### config.mk
export PLATFORM = sky130hd
export DESIGN_NAME = feeder_motor_sequencer_flat
export DESIGN_NICKNAME = d
export VERILOG_FILES = /design/src/fms_pkg.sv /design/src/fms_if.sv /design/src/fms_ctrl.sv /design/src/fms_datapath.sv /design/src/feeder_motor_sequencer.sv /design/src/flat_wrapper.sv
export SDC_FILE = /design/constraint.sdc
export NUM_CORES = 1
export LEC_CHECK = 0
export ABC_AREA = 1
export CORE_MARGIN = 2
export CORE_UTILIZATION = 36
export DETAILED_ROUTE_END_ITERATION = 8
export DONT_BUFFER_PORTS = 1
export MAX_ROUTING_LAYER = met4
export RECOVER_POWER = 25
export SLEW_MARGIN = 20
export SYNTH_ARGS = -nofsm -noshare
export SYNTH_HDL_FRONTEND = slang
export SYNTH_HIERARCHICAL = 1
export SYNTH_SLANG_ARGS = --single-unit
### constraint.sdc
create_clock -name clk -period 6.62 [get_ports clk]
set_input_delay 0.993 -clock clk [delete_from_list [all_inputs] [get_ports clk]]
set_output_delay 0.993 -clock clk [all_outputs]
set_load 0.1 [all_outputs]
### src/fms_pkg.sv
// ---------------------------------------------------------------------------
// fms_pkg: shared types and constants of the feeder motor sequencer
// Phase codes, register indexes, controller states, and the command and
// status groups between the controller and the datapath.
// ---------------------------------------------------------------------------
package fms_pkg;

  // Field widths of the channels
  localparam int NOW_W     = 32;
  localparam int HOUR_W    = 5;
  localparam int MINUTE_W  = 6;
  localparam int ENTRY_W   = 3;
  localparam int PHASE_W   = 2;
  localparam int CFG_IDX_W = 3;
  localparam int CFG_DATA_W = 16;

  // Width of the interval in milliseconds (65535 * 1000 fits 26 bits)
  localparam int INTERVAL_MS_W = 26;
  localparam logic [INTERVAL_MS_W-1:0] MS_PER_SECOND = 26'd1000;

  // Register reset values
  localparam logic [15:0] INTERVAL_RESET = 16'd60;
  localparam logic [7:0]  DEBOUNCE_RESET = 8'd30;

  // "No feed yet" marker for the last fed time
  localparam logic [HOUR_W-1:0]   NONE_HOUR   = 5'd31;
  localparam logic [MINUTE_W-1:0] NONE_MINUTE = 6'd63;

  // Register indexes of the configuration port
  localparam logic [CFG_IDX_W-1:0] REG_INTERVAL_ENABLE  = 3'd0;
  localparam logic [CFG_IDX_W-1:0] REG_INTERVAL_SECONDS = 3'd1;
  localparam logic [CFG_IDX_W-1:0] REG_SCHEDULE_ENABLE  = 3'd2;
  localparam logic [CFG_IDX_W-1:0] REG_SCHEDULE_COUNT   = 3'd3;
  localparam logic [CFG_IDX_W-1:0] REG_DEBOUNCE_MS      = 3'd4;

  // Motor phase
  typedef enum logic [PHASE_W-1:0] {
    PH_PRESSED  = 2'd0,
    PH_RUNNING  = 2'd1,
    PH_STOPPED  = 2'd2,
    PH_DEBOUNCE = 2'd3
  } phase_t;

  // Controller states
  typedef enum logic [2:0] {
    ST_IDLE,
    ST_CHECK,
    ST_SCAN,
    ST_DRAIN,
    ST_UPDATE,
    ST_FINISH
  } ctrl_state_t;

  // Commands from the controller to the datapath
  typedef struct packed {
    logic load;       // capture the accepted beat
    logic check;      // register time compares, clear the scan
    logic scan_step;  // read one schedule slot
    logic update;     // apply the phase chain
    logic emit;       // load the result register
  } dp_cmd_t;

  // Status from the datapath to the controller
  typedef struct packed {
    logic tick;       // captured beat is a valid time tick
    logic stopped;    // motor is stopped
    logic scan_go;    // schedule scan has slots to check
    logic scan_last;  // current scan read is the last slot
  } dp_status_t;

endpackage

### src/fms_if.sv
// ---------------------------------------------------------------------------
// fms interfaces: valid/ready channels of the feeder motor sequencer
// Tick channel, result channel and configuration write channel.
// ---------------------------------------------------------------------------
interface fms_in_if;
  import fms_pkg::*;
  logic                valid;
  logic                ready;
  logic                op;
  logic [NOW_W-1:0]    now_ms;
  logic [HOUR_W-1:0]   clock_hour;
  logic [MINUTE_W-1:0] clock_minute;
  logic                time_valid;
  logic                contact_level;
  logic [ENTRY_W-1:0]  entry_index;
  logic [HOUR_W-1:0]   entry_hour;
  logic [MINUTE_W-1:0] entry_minute;

  modport source (
    output valid, op, now_ms, clock_hour, clock_minute, time_valid, contact_level,
           entry_index, entry_hour, entry_minute,
    input  ready
  );
  modport sink (
    input  valid, op, now_ms, clock_hour, clock_minute, time_valid, contact_level,
           entry_index, entry_hour, entry_minute,
    output ready
  );
endinterface

interface fms_out_if;
  import fms_pkg::*;
  logic               valid;
  logic               ready;
  logic               motor_drive;
  logic [PHASE_W-1:0] motor_phase;
  logic               feed_started;

  modport source (output valid, motor_drive, motor_phase, feed_started, input ready);
  modport sink (input valid, motor_drive, motor_phase, feed_started, output ready);
endinterface

interface fms_cfg_if;
  import fms_pkg::*;
  logic                  valid;
  logic                  ready;
  logic [CFG_IDX_W-1:0]  index;
  logic [CFG_DATA_W-1:0] data;

  modport source (output valid, index, data, input ready);
  modport sink (input valid, index, data, output ready);
endinterface

### src/fms_ctrl.sv
// ---------------------------------------------------------------------------
// fms_ctrl: sequencing controller of the feeder motor sequencer
// Steps one beat through check, slot scan, phase update and result load,
// and owns the handshakes of the tick and result channels.
// ---------------------------------------------------------------------------
module fms_ctrl (
  input  logic                clk,
  input  logic                rst,
  input  logic                item_valid,
  output logic                item_ready,
  output logic                result_valid,
  input  logic                result_ready,
  input  fms_pkg::dp_status_t status,
  output fms_pkg::dp_cmd_t    cmd
);
  import fms_pkg::*;

  ctrl_state_t state;
  ctrl_state_t state_next;
  logic        out_valid;
  logic        out_valid_next;
  logic        out_free;

  assign item_ready   = (state == ST_IDLE);
  assign result_valid = out_valid;
  assign out_free     = !out_valid || result_ready;

  // State and result-valid registers
  always_ff @(posedge clk) begin
    if (rst) begin
      state     <= ST_IDLE;
      out_valid <= 1'b0;
    end else begin
      state     <= state_next;
      out_valid <= out_valid_next;
    end
  end

  // Next state and commands
  always_comb begin
    state_next = state;
    cmd        = '0;
    unique case (state)
      ST_IDLE: begin
        if (item_valid) begin
          cmd.load   = 1'b1;
          state_next = ST_CHECK;
        end
      end
      ST_CHECK: begin
        cmd.check = 1'b1;
        if (!status.tick) begin
          state_next = ST_FINISH;
        end else if (status.stopped && status.scan_go) begin
          state_next = ST_SCAN;
        end else begin
          state_next = ST_UPDATE;
        end
      end
      ST_SCAN: begin
        cmd.scan_step = 1'b1;
        if (status.scan_last) begin
          state_next = ST_DRAIN;
        end
      end
      ST_DRAIN: begin
        state_next = ST_UPDATE;
      end
      ST_UPDATE: begin
        cmd.update = 1'b1;
        state_next = ST_FINISH;
      end
      ST_FINISH: begin
        if (out_free) begin
          cmd.emit   = 1'b1;
          state_next = ST_IDLE;
        end
      end
      default: begin
        state_next = ST_IDLE;
      end
    endcase
  end

  // Hold the result until taken
  always_comb begin
    if (cmd.emit) begin
      out_valid_next = 1'b1;
    end else begin
      out_valid_next = out_valid && !result_ready;
    end
  end

endmodule

### src/fms_datapath.sv
// ---------------------------------------------------------------------------
// fms_datapath: registers, schedule memory and phase logic
// Holds the configuration, the motor phase and timestamps, the schedule
// slots with their scan counter, and the result register.
// ---------------------------------------------------------------------------
module fms_datapath #(
  parameter int MAX_SLOTS = 8
) (
  input  logic                            clk,
  input  logic                            rst,
  input  fms_pkg::dp_cmd_t                cmd,
  output fms_pkg::dp_status_t             status,
  input  logic                            op,
  input  logic [fms_pkg::NOW_W-1:0]       now_ms,
  input  logic [fms_pkg::HOUR_W-1:0]      clock_hour,
  input  logic [fms_pkg::MINUTE_W-1:0]    clock_minute,
  input  logic                            time_valid,
  input  logic                            contact_level,
  input  logic [fms_pkg::ENTRY_W-1:0]     entry_index,
  input  logic [fms_pkg::HOUR_W-1:0]      entry_hour,
  input  logic [fms_pkg::MINUTE_W-1:0]    entry_minute,
  input  logic                            cfg_write,
  input  logic [fms_pkg::CFG_IDX_W-1:0]   cfg_index,
  input  logic [fms_pkg::CFG_DATA_W-1:0]  cfg_data,
  output logic                            motor_drive,
  output logic [fms_pkg::PHASE_W-1:0]     motor_phase,
  output logic                            feed_started
);
  import fms_pkg::*;

  localparam int AW    = (MAX_SLOTS > 1) ? $clog2(MAX_SLOTS) : 1;
  localparam int CNT_W = ($clog2(MAX_SLOTS + 1) > 4) ? $clog2(MAX_SLOTS + 1) : 4;
  localparam int EW    = (AW > ENTRY_W) ? AW : ENTRY_W;

  // Configuration registers
  logic                     interval_enable;
  logic [15:0]              interval_seconds;
  logic                     schedule_enable;
  logic [3:0]               schedule_count;
  logic [7:0]               debounce_ms;
  logic [INTERVAL_MS_W-1:0] interval_ms;

  // Captured beat
  logic                op_q;
  logic [NOW_W-1:0]    now_q;
  logic [HOUR_W-1:0]   hour_q;
  logic [MINUTE_W-1:0] minute_q;
  logic                valid_q;
  logic                contact_q;

  // Sequencer state
  phase_t              phase;
  phase_t              phase_next;
  logic [NOW_W-1:0]    release_time;
  logic [NOW_W-1:0]    release_time_next;
  logic [NOW_W-1:0]    cycle_end_time;
  logic [NOW_W-1:0]    cycle_end_time_next;
  logic [HOUR_W-1:0]   last_fed_hour;
  logic [HOUR_W-1:0]   last_fed_hour_next;
  logic [MINUTE_W-1:0] last_fed_minute;
  logic [MINUTE_W-1:0] last_fed_minute_next;
  logic                started;
  logic                started_next;

  // Schedule memory and scan
  logic [HOUR_W-1:0]   slot_hour   [MAX_SLOTS];
  logic [MINUTE_W-1:0] slot_minute [MAX_SLOTS];
  logic [HOUR_W-1:0]   rd_hour;
  logic [MINUTE_W-1:0] rd_minute;
  logic                rd_valid;
  logic [CNT_W-1:0]    cnt;
  logic [CNT_W-1:0]    count_ext;
  logic [CNT_W-1:0]    n_lim;
  logic [EW-1:0]       wr_ext;
  logic                wr_ok;
  logic                sched_hit;
  logic                interval_hit;
  logic                bounce_hit;
  logic                already_fed;
  logic                start_now;

  // Configuration writes
  always_ff @(posedge clk) begin
    if (rst) begin
      interval_enable  <= 1'b0;
      interval_seconds <= INTERVAL_RESET;
      schedule_enable  <= 1'b0;
      schedule_count   <= 4'd0;
      debounce_ms      <= DEBOUNCE_RESET;
    end else if (cfg_write) begin
      unique case (cfg_index)
        REG_INTERVAL_ENABLE:  interval_enable  <= cfg_data[0];
        REG_INTERVAL_SECONDS: interval_seconds <= cfg_data;
        REG_SCHEDULE_ENABLE:  schedule_enable  <= cfg_data[0];
        REG_SCHEDULE_COUNT:   schedule_count   <= cfg_data[3:0];
        REG_DEBOUNCE_MS:      debounce_ms      <= cfg_data[7:0];
        default: ;
      endcase
    end
  end

  // Interval in milliseconds, kept ready for the next tick
  always_ff @(posedge clk) begin
    interval_ms <= INTERVAL_MS_W'(interval_seconds) * MS_PER_SECOND;
  end

  // Capture the accepted beat
  always_ff @(posedge clk) begin
    if (cmd.load) begin
      op_q      <= op;
      now_q     <= now_ms;
      hour_q    <= clock_hour;
      minute_q  <= clock_minute;
      valid_q   <= time_valid;
      contact_q <= contact_level;
    end
  end

  // Schedule slot write and registered scan read
  assign wr_ext = EW'(entry_index);
  assign wr_ok  = (32'(wr_ext) < 32'(MAX_SLOTS));

  always_ff @(posedge clk) begin
    if (cmd.load && op && wr_ok) begin
      slot_hour[wr_ext[AW-1:0]]   <= entry_hour;
      slot_minute[wr_ext[AW-1:0]] <= entry_minute;
    end
    if (cmd.scan_step) begin
      rd_hour   <= slot_hour[cnt[AW-1:0]];
      rd_minute <= slot_minute[cnt[AW-1:0]];
    end
  end

  // Clamp the slot count to the memory depth
  assign count_ext = CNT_W'(schedule_count);
  assign n_lim     = (32'(count_ext) > 32'(MAX_SLOTS)) ? CNT_W'(MAX_SLOTS) : count_ext;

  // Scan counter, read pipeline and match flag
  always_ff @(posedge clk) begin
    if (rst) begin
      cnt       <= '0;
      rd_valid  <= 1'b0;
      sched_hit <= 1'b0;
    end else begin
      rd_valid <= cmd.scan_step;
      if (cmd.check) begin
        cnt       <= '0;
        sched_hit <= 1'b0;
      end else begin
        if (cmd.scan_step) begin
          cnt <= cnt + CNT_W'(1);
        end
        if (rd_valid && rd_hour == hour_q && rd_minute == minute_q) begin
          sched_hit <= 1'b1;
        end
      end
    end
  end

  // Time compares, registered ahead of the update
  always_ff @(posedge clk) begin
    if (cmd.check) begin
      interval_hit <= (now_q - cycle_end_time) >= NOW_W'(interval_ms);
      bounce_hit   <= (now_q - release_time) > NOW_W'(debounce_ms);
    end
  end

  // Phase chain: stopped, running, pressed, debouncing
  assign already_fed = (hour_q == last_fed_hour) && (minute_q == last_fed_minute);
  assign start_now   = (interval_enable && interval_hit) || (sched_hit && !already_fed);

  always_comb begin
    phase_next           = phase;
    release_time_next    = release_time;
    cycle_end_time_next  = cycle_end_time;
    last_fed_hour_next   = last_fed_hour;
    last_fed_minute_next = last_fed_minute;
    started_next         = 1'b0;
    if (phase == PH_STOPPED) begin
      if (sched_hit && !already_fed) begin
        last_fed_hour_next   = hour_q;
        last_fed_minute_next = minute_q;
      end
      if (start_now) begin
        phase_next   = PH_RUNNING;
        started_next = 1'b1;
      end
    end
    if (phase_next == PH_RUNNING && !contact_q) begin
      phase_next = PH_PRESSED;
    end
    // A freshly released contact has zero elapsed time, so it enters debounce and cannot leave it in the same update
    if (phase_next == PH_PRESSED && contact_q) begin
      release_time_next = now_q;
      phase_next        = PH_DEBOUNCE;
    end else if (phase_next == PH_DEBOUNCE && bounce_hit) begin
      if (contact_q) begin
        cycle_end_time_next = now_q;
        phase_next          = PH_STOPPED;
      end else begin
        phase_next = PH_PRESSED;
      end
    end
  end

  // Sequencer state registers
  always_ff @(posedge clk) begin
    if (rst) begin
      phase           <= PH_STOPPED;
      release_time    <= '0;
      cycle_end_time  <= '0;
      last_fed_hour   <= NONE_HOUR;
      last_fed_minute <= NONE_MINUTE;
      started         <= 1'b0;
    end else begin
      if (cmd.load) begin
        started <= 1'b0;
      end else if (cmd.update) begin
        phase           <= phase_next;
        release_time    <= release_time_next;
        cycle_end_time  <= cycle_end_time_next;
        last_fed_hour   <= last_fed_hour_next;
        last_fed_minute <= last_fed_minute_next;
        started         <= started_next;
      end
    end
  end

  // Result register
  always_ff @(posedge clk) begin
    if (cmd.emit) begin
      motor_drive  <= (phase != PH_STOPPED);
      motor_phase  <= phase;
      feed_started <= started;
    end
  end

  // Status to the controller
  assign status.tick      = !op_q && valid_q;
  assign status.stopped   = (phase == PH_STOPPED);
  assign status.scan_go   = schedule_enable && (n_lim != '0);
  assign status.scan_last = (cnt == n_lim - CNT_W'(1));

endmodule

### src/feeder_motor_sequencer.sv
// Steps: check, a scan of N slots with a drain step (N = checked slots, up to MAX_SLOTS,
// scanned only while the motor is stopped), phase update, result load; other valid ticks
// skip the scan and drain, schedule writes and invalid ticks go from check to the load.
// Throughput: one beat at a time; the next beat is taken the cycle after the result loads,
// and a result held by the sink stalls the following beat in its final step.
// Reset (rst, synchronous): motor stopped, registers to defaults, no fed time; slots kept.
// ---------------------------------------------------------------------------
// feeder_motor_sequencer: feeder motor revolution sequencer
// Starts a feeding revolution on interval or schedule, runs it to the cam
// contact and stops after a debounced release.
// ---------------------------------------------------------------------------
module feeder_motor_sequencer #(
  parameter int MAX_SLOTS = 8
) (
  input  logic     clk,
  input  logic     rst,
  fms_in_if.sink   feed_item,
  fms_out_if.source feed_result,
  fms_cfg_if.sink  cfg
);
  import fms_pkg::*;

  dp_cmd_t    cmd;
  dp_status_t status;
  logic       cfg_write;

  // Configuration writes are always accepted and registered directly
  assign cfg.ready = 1'b1;
  assign cfg_write = cfg.valid;

  fms_ctrl u_ctrl (
    .clk          (clk),
    .rst          (rst),
    .item_valid   (feed_item.valid),
    .item_ready   (feed_item.ready),
    .result_valid (feed_result.valid),
    .result_ready (feed_result.ready),
    .status       (status),
    .cmd          (cmd)
  );

  fms_datapath #(
    .MAX_SLOTS (MAX_SLOTS)
  ) u_datapath (
    .clk           (clk),
    .rst           (rst),
    .cmd           (cmd),
    .status        (status),
    .op            (feed_item.op),
    .now_ms        (feed_item.now_ms),
    .clock_hour    (feed_item.clock_hour),
    .clock_minute  (feed_item.clock_minute),
    .time_valid    (feed_item.time_valid),
    .contact_level (feed_item.contact_level),
    .entry_index   (feed_item.entry_index),
    .entry_hour    (feed_item.entry_hour),
    .entry_minute  (feed_item.entry_minute),
    .cfg_write     (cfg_write),
    .cfg_index     (cfg.index),
    .cfg_data      (cfg.data),
    .motor_drive   (feed_result.motor_drive),
    .motor_phase   (feed_result.motor_phase),
    .feed_started  (feed_result.feed_started)
  );

`ifndef SYNTHESIS
  // One beat in flight: accepting drops ready on the next cycle
  a_one_in_flight: assert property (@(posedge clk) disable iff (rst)
    feed_item.valid && feed_item.ready |=> !feed_item.ready)
    else $error("tick channel accepted a second beat while busy");

  // A result load always raises result valid
  a_emit_valid: assert property (@(posedge clk) disable iff (rst)
    cmd.emit |=> feed_result.valid)
    else $error("result load did not raise valid");

  // Drive follows the phase
  a_drive_phase: assert property (@(posedge clk) disable iff (rst)
    feed_result.valid |->
      feed_result.motor_drive == (feed_result.motor_phase != PH_STOPPED))
    else $error("motor drive disagrees with phase");

  // A started feed never reports a stopped motor
  a_start_running: assert property (@(posedge clk) disable iff (rst)
    feed_result.valid && feed_result.feed_started |->
      feed_result.motor_phase != PH_STOPPED)
    else $error("feed started but motor stopped");
`endif

endmodule

### src/flat_wrapper.sv
// flat-port wrapper written by rule: the top's interface ports become plain ports
module feeder_motor_sequencer_flat import fms_pkg::*;
#(
  parameter int MAX_SLOTS = 8
)
  (clk, rst, feed_item_valid, feed_item_op, feed_item_now_ms, feed_item_clock_hour, feed_item_clock_minute, feed_item_time_valid, feed_item_contact_level, feed_item_entry_index, feed_item_entry_hour, feed_item_entry_minute, feed_item_ready, feed_result_valid, feed_result_motor_drive, feed_result_motor_phase, feed_result_feed_started, feed_result_ready, cfg_valid, cfg_index, cfg_data, cfg_ready);
  fms_in_if feed_item_i ();
  fms_out_if feed_result_i ();
  fms_cfg_if cfg_i ();
  input  logic clk;
  input  logic rst;
  input wire logic [$bits(feed_item_i.valid)-1:0] feed_item_valid;
  input wire logic [$bits(feed_item_i.op)-1:0] feed_item_op;
  input wire logic [$bits(feed_item_i.now_ms)-1:0] feed_item_now_ms;
  input wire logic [$bits(feed_item_i.clock_hour)-1:0] feed_item_clock_hour;
  input wire logic [$bits(feed_item_i.clock_minute)-1:0] feed_item_clock_minute;
  input wire logic [$bits(feed_item_i.time_valid)-1:0] feed_item_time_valid;
  input wire logic [$bits(feed_item_i.contact_level)-1:0] feed_item_contact_level;
  input wire logic [$bits(feed_item_i.entry_index)-1:0] feed_item_entry_index;
  input wire logic [$bits(feed_item_i.entry_hour)-1:0] feed_item_entry_hour;
  input wire logic [$bits(feed_item_i.entry_minute)-1:0] feed_item_entry_minute;
  output wire logic [$bits(feed_item_i.ready)-1:0] feed_item_ready;
  output wire logic [$bits(feed_result_i.valid)-1:0] feed_result_valid;
  output wire logic [$bits(feed_result_i.motor_drive)-1:0] feed_result_motor_drive;
  output wire logic [$bits(feed_result_i.motor_phase)-1:0] feed_result_motor_phase;
  output wire logic [$bits(feed_result_i.feed_started)-1:0] feed_result_feed_started;
  input wire logic [$bits(feed_result_i.ready)-1:0] feed_result_ready;
  input wire logic [$bits(cfg_i.valid)-1:0] cfg_valid;
  input wire logic [$bits(cfg_i.index)-1:0] cfg_index;
  input wire logic [$bits(cfg_i.data)-1:0] cfg_data;
  output wire logic [$bits(cfg_i.ready)-1:0] cfg_ready;
  assign feed_item_i.valid = feed_item_valid;
  assign feed_item_i.op = feed_item_op;
  assign feed_item_i.now_ms = feed_item_now_ms;
  assign feed_item_i.clock_hour = feed_item_clock_hour;
  assign feed_item_i.clock_minute = feed_item_clock_minute;
  assign feed_item_i.time_valid = feed_item_time_valid;
  assign feed_item_i.contact_level = feed_item_contact_level;
  assign feed_item_i.entry_index = feed_item_entry_index;
  assign feed_item_i.entry_hour = feed_item_entry_hour;
  assign feed_item_i.entry_minute = feed_item_entry_minute;
  assign feed_item_ready = feed_item_i.ready;
  assign feed_result_valid = feed_result_i.valid;
  assign feed_result_motor_drive = feed_result_i.motor_drive;
  assign feed_result_motor_phase = feed_result_i.motor_phase;
  assign feed_result_feed_started = feed_result_i.feed_started;
  assign feed_result_i.ready = feed_result_ready;
  assign cfg_i.valid = cfg_valid;
  assign cfg_i.index = cfg_index;
  assign cfg_i.data = cfg_data;
  assign cfg_ready = cfg_i.ready;
  feeder_motor_sequencer #(.MAX_SLOTS(MAX_SLOTS)) u_core (.clk(clk), .rst(rst), .feed_item(feed_item_i), .feed_result(feed_result_i), .cfg(cfg_i));
endmodule
==> flow_summary.json <==
{
  "hold_class": "flip-flop to flip-flop",
  "power_mw": 5.284,
  "ys_warn_count": 6,
  "status": "completed",
  "hold_viol": 0,
  "die_w_um": 228.6,
  "reg2reg_slack_ps": 2290,
  "cts_hold_buffers": 0,
  "synth_edf_count": 151,
  "wl_per_cell_um": 15.42,
  "min_from": "u_core/u_datapath/interval_seconds[1]",
  "use_met2": 0.2764,
  "cp_data_required_time_ps": 7050,
  "clk_pin_slew_worst_paths_ps": 60,
  "fp.dieH_um": 228.6,
  "critPathLaunch": "u_core/u_datapath/interval_seconds[4]",
  "gr-usage-met3": 0.04154,
  "cpMaxStageDelayCell": "fa_1",
  "rsz0062_at_grt": "no",
  "crit_arrival_ps": 4750,
  "hold_ws_ps": 436.4,
  "worstMarginPinSlew_ps": 970.6,
  "fin_tns_setup_ps": 0,
  "report.final.setup_viol": 0,
  "fin_crit_sh": 0.6536,
  "critPathCaptureType": "flip-flop",
  "grt_max_degree": 99,
  "cts_buffers": 35,
  "path_delay_family": "adder cells",
  "syn_nets": 2466,
  "grt_pass1_wl_um": 72750,
  "leakage_nw": 8.411,
  "critPathKind": "flip-flop to flip-flop",
  "synth_seq_area_share": 0.4051,
  "routed_wl_um": 44500,
  "dr.pass1.iters": 5,
  "postRouteAntennaNets": 0,
  "cts_tree": "yes",
  "crit_chain": "inv_1 > fa_1 > fa_1 > fa_1 > fa_1 > inv_1 > ha_1 > nand2_1 > nor4_1 > a21oi_1 > o21bai_2 > nand3_1 > nand3_1 > nand2_1",
  "gp_congestion": 0.8902,
  "ys_ff_latch": 292,
  "max_stage_delay_ps": 590,
  "htree_levels": 2,
  "die-area_sq_mm": 0.05226,
  "fin_crit_ps": 4327,
  "synthArstFlopShare": 0,
  "dp_hpwl_um": 34100,
  "post_cts_buffers": 0,
  "gr-total-overflow": 0,
  "clk_path_buf_depth": 3,
  "startpoint_type": "flip-flop",
  "synth_cells": 2177,
  "area_growth_syn_to_layout_pct": 10.59,
  "slew_viol_final": 0,
  "drtIter0Drc": 898,
  "slew_headroom": 0.3520,
  "fmax_mhz": 231.1,
  "ios": 91,
  "nets": 2474,
  "coreArea_sq_mm": 0.04997,
  "vdd_ir_drop_max_mv": 0.2281,
  "start_util": 0.3635,
  "avgSynthCellArea_sq_um": 8.343,
  "grt_use_met1": 0.2315,
  "path_common_cell": "fa_1",
  "yosysUniqueCellTypes": 48,
  "synth.cell_area_sq_mm": 0.01816,
  "cts.sinks": 292,
  "drive_gt1_frac": 0.05475,
  "cap_violations": 0,
  "cp.buffers_inverters": 2,
  "skew_ps": 38.66,
  "regToRegStartpoint": "u_core/u_datapath/interval_seconds[4]",
  "clock_latency_ps": 560,
  "ys.flop_type": "edfxtp_1",
  "antenna_found_initial": 4,
  "ctsResizeCount": 0,
  "num_vias": 14190,
  "drcViolationCount": 0,
  "gr-usage-all-layers": 0.1770,
  "portBuffers": 0,
  "rows": 82,
  "cp_max_fo": 5,
  "cts_root_buf": "clkbuf_16",
  "viasPerCell": 4.918,
  "power_density_mw_per_mm2": 263.1,
  "grt_pass1_vias": 13940,
  "top_usage_layer": "met2"
}
## state kept, by name (all words and copies together), names as in the netlist, 8 cells and up
signal / flops
u_core/u_datapath/interval_ms: 23
u_core/u_datapath/now_q: 32
u_core/u_datapath/debounce_ms: 8
u_core/u_datapath/release_time: 32
u_core/u_datapath/interval_seconds: 16
u_core/u_datapath/slot_minute: 48
u_core/u_datapath/slot_hour: 40
u_core/u_datapath/cycle_end_time: 32
## cells in the mapped netlist (16+ instances only)
cell type	count	area [sq um]
inv_1	337	1265
nand4_1	23	143.9
edfxtp_1	151	4534
nand3_1	78	390.4
nor2_1	228	855.8
clkbuf_1	38	142.6
dfxtp_1	141	2823
xor2_1	50	437.9
nand2_2	16	100.1
nor3_1	24	120.1
a21oi_1	183	915.9
ha_1	149	1864
nand2_1	371	1393
a31oi_1	19	118.9
fa_1	56	1121
o21ai_0	166	830.8
xnor2_1	28	245.2
## cell usage in the layout, fill, tap and decap left out, types with 10 or more instances in the layout
cell       count
nand2_2       16
edfxtp_1     151
nand3_1       78
o21ai_0      166
dfxtp_1      141
xor2_1        50
a21oi_1      183
nand4_1       23
o21bai_1      10
xnor2_1       28
o211ai_1      12
nor2_1       227
clkbuf_16     36
nand2_1      371
nor3_1        24
ha_1         149
buf_4         14
o22ai_1       11
inv_1        336
a31oi_1       19
fa_1          56
## where the power goes
group	leakage (nW)	switching (mW)	internal [mW]
logic	5.34	0.827	0.475
clock network	0.552	0.787	1.09
registers	2.52	0.0873	2.02
total	8.41	1.70	3.58
## worst register-to-register path: stages (launching register included)
cell	delay, ps
dfxtp_1	390
inv_1	150
fa_1	590
fa_1	470
fa_1	500
fa_1	510
inv_1	40
ha_1	360
nand2_1	140
nor4_1	420
a21oi_1	180
o21bai_2	190
nand3_1	110
nand3_1	80
nand2_1	50
## worst paths after layout
path | endpoint | cells after the start
worst max-delay path | u_core/u_datapath/interval_ms[21] | 14
worst min-delay path | u_core/u_datapath/interval_ms[4] | 0
worst max register to register | u_core/u_datapath/interval_ms[21] | 14
worst min register to register | u_core/u_datapath/interval_ms[4] | 0
## metrics by stage
stage / utilization / instances / area, sq um / worst slack, ps
global route: 0.4019 / 2885 / 20080 / 1933
detailed placement: 0.3791 / 2820 / 18940 / 2311
global placement: 0.3791 / 2820 / 18940 / 2385
floorplan: - / 2177 / 18160 / 2078
CTS: 0.4018 / 2882 / 20080 / 2259
finish: 0.4020 / 2886 / 20090 / 2293
## layout make-up
class	instances	area, sq um
multi-input combinational	1497	9341
sequential	292	7357
clock inverter	22	220.2
fill	5034	29880
timing repair buffer	14	105.1
clock buffer	40	915.9
antenna	4	10.01
tap	672	840.8
inverter	345	1295
## cell families (layout without fill, tap and decap cells)
logic type,Yosys count,after routing,share of synthesized area
DFF,292,292,0.4051
adders and majority gates,205,205,0.1644
buffers and inverters,388,421,0.08101
AOI/OAI and AO/OA,435,435,0.1303
xor gates and xnor gates,78,78,0.03761
and+or+nand+nor,778,778,0.1814
other,1,5,0.0002065
## metal layers
layer / share of wire / up-vias / wire [um]
met5: 0 / - / 0
met4: 0.019 / 0 / 863
met3: 0.060 / 56 / 2675
met2: 0.44 / 292 / 19690
met1: 0.48 / 6643 / 21280
li1: - / 7201 / -
Power figures use the tool's default switching activity.
